<file path="config.mk">
export PLATFORM = sky130hd
export DESIGN_NAME = sdrrip_age_scan
export DESIGN_NICKNAME = d
export VERILOG_FILES = /design/src/hdl/sdrrip_pkg.sv /design/src/hdl/sdrrip_age_scan.sv
export SDC_FILE = /design/constraint.sdc
export NUM_CORES = 1
export LEC_CHECK = 0
export ABC_AREA = 1
export BUFFER_PORTS_ARGS = -buffer_cell sky130_fd_sc_hd__buf_2
export CAP_MARGIN = 25
export CELL_PAD_IN_SITES_DETAIL_PLACEMENT = 1
export CELL_PAD_IN_SITES_GLOBAL_PLACEMENT = 2
export CORE_MARGIN = 10
export CORE_UTILIZATION = 21
export DETAILED_ROUTE_END_ITERATION = 10
export GPL_TIMING_DRIVEN = 0
export PLACE_DENSITY_LB_ADDON = 0.1
export SETUP_SLACK_MARGIN = 0.05
export SLEW_MARGIN = 10
export SYNTH_ARGS = -nofsm -noshare
export SYNTH_HDL_FRONTEND = slang
export SYNTH_SLANG_ARGS = --single-unit
</file>
<file path="constraint.sdc">
create_clock -name aclk -period 2.7 [get_ports aclk]
set_input_delay 0.135 -clock aclk [delete_from_list [all_inputs] [get_ports aclk]]
set_output_delay 0.135 -clock aclk [all_outputs]
set_load 0.03 [all_outputs]
</file>
<file path="src/hdl/sdrrip_pkg.sv">
// Shared constants for the SHiP/DRRIP stream-aware replacement block.
// No dependencies.
package sdrrip_pkg;
    localparam int NUM_SETS     = 2048;
    localparam int NUM_WAYS     = 16;
    localparam int SIG_ENTRIES  = 64;
    localparam int LEADER_COUNT = 32;
    localparam int SET_W        = $clog2(NUM_SETS);
    localparam int WAY_W        = $clog2(NUM_WAYS);
    localparam int SIG_W        = 6;
    localparam int SPACING      = NUM_SETS / LEADER_COUNT;
    localparam logic [9:0] SEL_MID = 10'd512;
    localparam logic [9:0] SEL_MAX = 10'd1023;
    localparam logic [1:0] AGE_MAX = 2'd3;
    localparam logic [1:0] AGE_INIT = 2'd2;
    localparam logic [1:0] CNT_HOT = 2'd2;
    localparam logic [1:0] CNT_INIT = 2'd1;

    localparam logic KIND_QUERY  = 1'b0;
    localparam logic KIND_UPDATE = 1'b1;

    localparam logic [1:0] LK_FOLLOW = 2'd0;
    localparam logic [1:0] LK_SRRIP  = 2'd1;
    localparam logic [1:0] LK_BRRIP  = 2'd2;

    function automatic logic [1:0] leader_kind(input logic [SET_W-1:0] s);
        int idx;
        idx = int'(s) / SPACING;
        if ((int'(s) % SPACING) != 0 || idx >= LEADER_COUNT) return LK_FOLLOW;
        return (idx < LEADER_COUNT / 2) ? LK_SRRIP : LK_BRRIP;
    endfunction
endpackage

</file>
<file path="src/hdl/sdrrip_age_scan.sv">
// Serial way scanner: finds the oldest age, then the lowest way at age 3.
// Depends on sdrrip_pkg.
module sdrrip_age_scan (
    input  logic                              aclk,
    input  logic                              start,
    input  logic                              pass2,
    input  logic [sdrrip_pkg::WAY_W-1:0]      idx,
    input  logic [1:0]                        age,
    output logic [1:0]                        max_age,
    output logic [sdrrip_pkg::WAY_W-1:0]      victim,
    output logic                              found
);
    logic [1:0] max_reg;
    logic [sdrrip_pkg::WAY_W-1:0] vic_reg;
    logic fnd_reg;

    always_ff @(posedge aclk) begin
        if (start) begin
            max_reg <= 2'd0;
            fnd_reg <= 1'b0;
            vic_reg <= '0;
        end else if (!pass2) begin
            if (age > max_reg) max_reg <= age;
        end else if (!fnd_reg && age == sdrrip_pkg::AGE_MAX) begin
            fnd_reg <= 1'b1;
            vic_reg <= idx;
        end
    end
    assign max_age = max_reg;
    assign victim  = vic_reg;
    assign found   = fnd_reg;
endmodule
</file>
== Word-level counts from Yosys, hierarchy flattened ==
Cells that the tools add are included.
W data, S select, Z words.
Cells by class
  add/subtract/negate cells: 0
  $mul: 0
  div/mod/pow operators: 0
  order comparisons: 1
  equality and inequality tests: 1
  shift operators: 0
  muxes and demuxes: 0
  bitwise operators: 1
  reduce and logical (&&, ||, !) cells: 4
Operator list (number)
  $reduce_and A2 Y1: 2
  $eq A2 B2 Y1 const B: 1
  $gt A2 B2 Y1: 1
  $logic_and A1 B1 Y1: 1
  $logic_not A1 Y1: 1
  $not A1 Y1: 1
Word-level totals
  bits in registers: 7
  latch bits: 0
  bits in writable memories: 0
  ROM bits: 0
  output and inout port bits: 7
  word-level logic and storage cells: 10
  memories: 0

== Longest topological paths before layout ==
  word-level depth: 3
  gate-level depth with buffers: 8

== Worst setup path before layout ==
Ideal clock, no wire load.
  kind: reg2reg
  start point: register max_reg[1], in the netlist max_age[1]
  end point: register max_reg[0], in the netlist max_age[0]
  library setup time: 0.116 ns
  arrival time: 1.262 ns
  slack: 1.322 ns
  cell stages (with the launch flop): 7
  path buffers: 0
  cells stage by stage: dfxtp_1 > inv_1 > ha_1 > a21oi_1 > nand3_1 > nand2_1 > nor2_1
On the way
  word-level cells in the longest chain between the ends: 2
RTL lines
  start: declaration: RTL line sdrrip_age_scan.sv:13  | logic [1:0] max_reg;
  start signal: assignment: RTL line sdrrip_age_scan.sv:23  | if (age > max_reg) max_reg <= age;
  $gt A2 B2 Y1: RTL line sdrrip_age_scan.sv:23
  $reduce_and A2 Y1 (no source line)
No other way between the ends.
A chain may end at the register's enable or synchronous reset.

== Final worst setup path ==
  start point: register max_reg[1], in the netlist max_age[1]
  end point: register max_reg[1], in the netlist max_age[1]
The elaborated chain is that of the path after synthesis.

==> results.yml <==
global_routing:
  grt_max_degree: 8
  antenna_found_initial: 0
  grt-ovfl-total: 0
  grt_pass1_wl_mm: 1.44
  grt_pass1_vias: 356
  grt_use_total_pct: 5.47
synth:
  synth_cell_types: 10
  synth_area_leader_cell: "dfxtp_1"
  synth_area_um2: 314
  ys_ff_latch: 7
  yosysMostFrequentCell: "nor2_1"
  synth-edff-count: 0
  synth_top_area_share_pct: 44.6
  yosysWarnings: 0
  synth_ff_type: "dfxtp_1"
  ys_top_cells_by_area: "dfxtp_1 (45%), nor2_1 (12%), inv_1 (9.6%)"
  ys_async_sr_fraction_pct: 0
  syn_area_per_cell_um2: 7.30
  syn-num-nets: 54
  synthCells: 43
  synth_common_cells: "nor2_1 (10), inv_1 (8), dfxtp_1 (7)"
  yosysSeqAreaShare_pct: 44.6
clock_tree:
  root_buffer: "clkbuf_4"
  clockBufferDepth: 2
  clk_latency_ps: 250
  hold_buffers: 0
  cts_resized: 0
  clk_pin_slew_ps: 50
  htreeDepth: 1
  cts_sinks: 7
  cts_setup_buffers: 0
  numCtsBuffers: 3
  cts_tree: "yes"
routing:
  drt-initial-drc-count: 3
  vias: 315
  via_per_inst: 4.09
  routed_wl_um: 858
  drc: 0
  dr.pass1.iters: 2
  wire_per_inst_um: 11.1
  ant_nets: 0
layout:
  fill_cells: 183
  drive_gt1_share_pct: 32.3
  finalNonFillerCells: 77
  area_growth_pct: 38.2
  nets: 74
  diodes: 0
setup_path:
  cp.arrival_ps: 1440
  path_buf_inv: 1
  cp_max_fo: 4
  path_cells: "inv_1 > ha_1 > a21oi_1 > nand3_1 > nand2_1 > nor2_1"
  cp.required_ps: 2840
  crit_type: "reg2reg"
  worst_path_dominant_cell_family: "flip-flops"
  endpoint_kind: "register"
  cp-start-kind: "register"
  worst_path_max_delay_cell: "dfxtp_1"
  slowest_delay_ps: 340
floorplanning:
  initial_core_util_pct: 23.3
  coreArea_mm2: 0.00135
  die_h_um: 58.7
  io_pins: 16
  die-area_mm2: 0.00344
  std_cell_rows: 13
  fp.dieW_um: 58.7
pwr:
  power_mw: 0.273
  powerDensity_mw_per_mm2: 629
  power.leakage_nw: 0.244
  vdd_drop_max_mv: 0.236
sta:
  finalSetupViolCount: 0
  fin_crit_sh_pct: 48.1
  slew_viol_final: 0
  tightest_slew_ps: 304
  period_needed_ps: 1300
  relSlewSlack_pct: 79.7
  hold_violations: 0
  max_freq_mhz: 769
  final.setup.tns_ps: 0
  rsz0062_at_grt: "false"
  skew_ps: 3.24
placed_design:
  place_hpwl_um: 734
  dpl.cell_count: 73
  place_congestion: 0.657
  io_buffers: 15
run:
  max-cap-violations: 0
hold_path:
  hp-class: "in2reg"
run_status:
  status: "complete, no violations"
-- worst register-to-register path, cell delays in order (launching register included) --
cell     delay [ps]
dfxtp_1         340
inv_1            50
ha_1            290
a21oi_1         280
nand3_1         120
nand2_1          80
nor2_1           40
-- path summary, 6_finish.rpt --
check | endpoint | slack [ps] | cells after the start | from
setup / recovery | max_age[1] | 1400 | 6 | max_age[1]
hold / removal | victim[0] | 140 | 3 | idx[0]
setup reg to reg | max_age[1] | 1400 | 6 | max_age[1]
hold reg to reg | victim[2] | 470 | 2 | victim[2]
-- cells in the final DEF, fill, tap and decap left out, drive strengths merged --
cell type,instances
clkbuf,4
buf,15
dfxtp,7
nand4,1
o21ai,5
a21oi,3
nand3,2
nor2,10
ha,2
nand2,4
inv,9
-- stage by stage --
step,cell area (um^2),util [%],worst slack (ps),hold slack [ps]
floorplan,314,-,1320,299
global placement,408,30.2,1400,387
detailed placement,408,30.2,1410,397
CTS,434,32.2,1400,128
global route,434,32.2,1270,152
finish,434,32.2,1400,135
-- routing by layer --
metal | vias up | global-route usage, % | wire length, um | part of all wire [%]
met4 | 0 | 0.984 | 0 | 0
met2 | 12 | 8.35 | 381 | 44
met5 | - | 0 | 0 | 0
met3 | 0 | 5.79 | 126 | 15
met1 | 132 | 5.08 | 349 | 41
li1 | 171 | - | - | -
-- final cells by class --
| type | instances | area (um^2) | area share (%) |
|---|---|---|---|
| flip-flops and latches | 7 | 140 | 32.3 |
| repair buffers | 15 | 75.1 | 17.3 |
| multi-input cells | 27 | 140 | 32.3 |
| well taps | 15 | 18.8 | 4.32 |
| inverters | 9 | 33.8 | 7.78 |
| clock buffers | 4 | 26.3 | 6.05 |
-- sequential cells by signal, summed over array words and instances, names as in the netlist --
register  flops
found         1
max_age       2
victim        4
-- power by group --
group | internal [mW] | leakage (nW) | total [mW] | switching (mW)
logic | 0.0222 | 0.172 | 0.0638 | 0.0416
clock network | 0.0563 | 0.0150 | 0.0932 | 0.0369
registers | 0.112 | 0.0574 | 0.116 | 0.00454
total | 0.190 | 0.244 | 0.273 | 0.0831
-- cells by family (layout without fill, tap and decap cells) --
kind of cell | count (synthesis) | after routing | share of synthesized area (%)
DFF | 7 | 7 | 44.6
adders and majority gates | 2 | 2 | 7.97
and+or+nand+nor | 17 | 17 | 23.9
buffers and inverters | 9 | 28 | 10.8
AOI/OAI and AO/OA | 8 | 8 | 12.7
(Power assumes the default switching activity.)
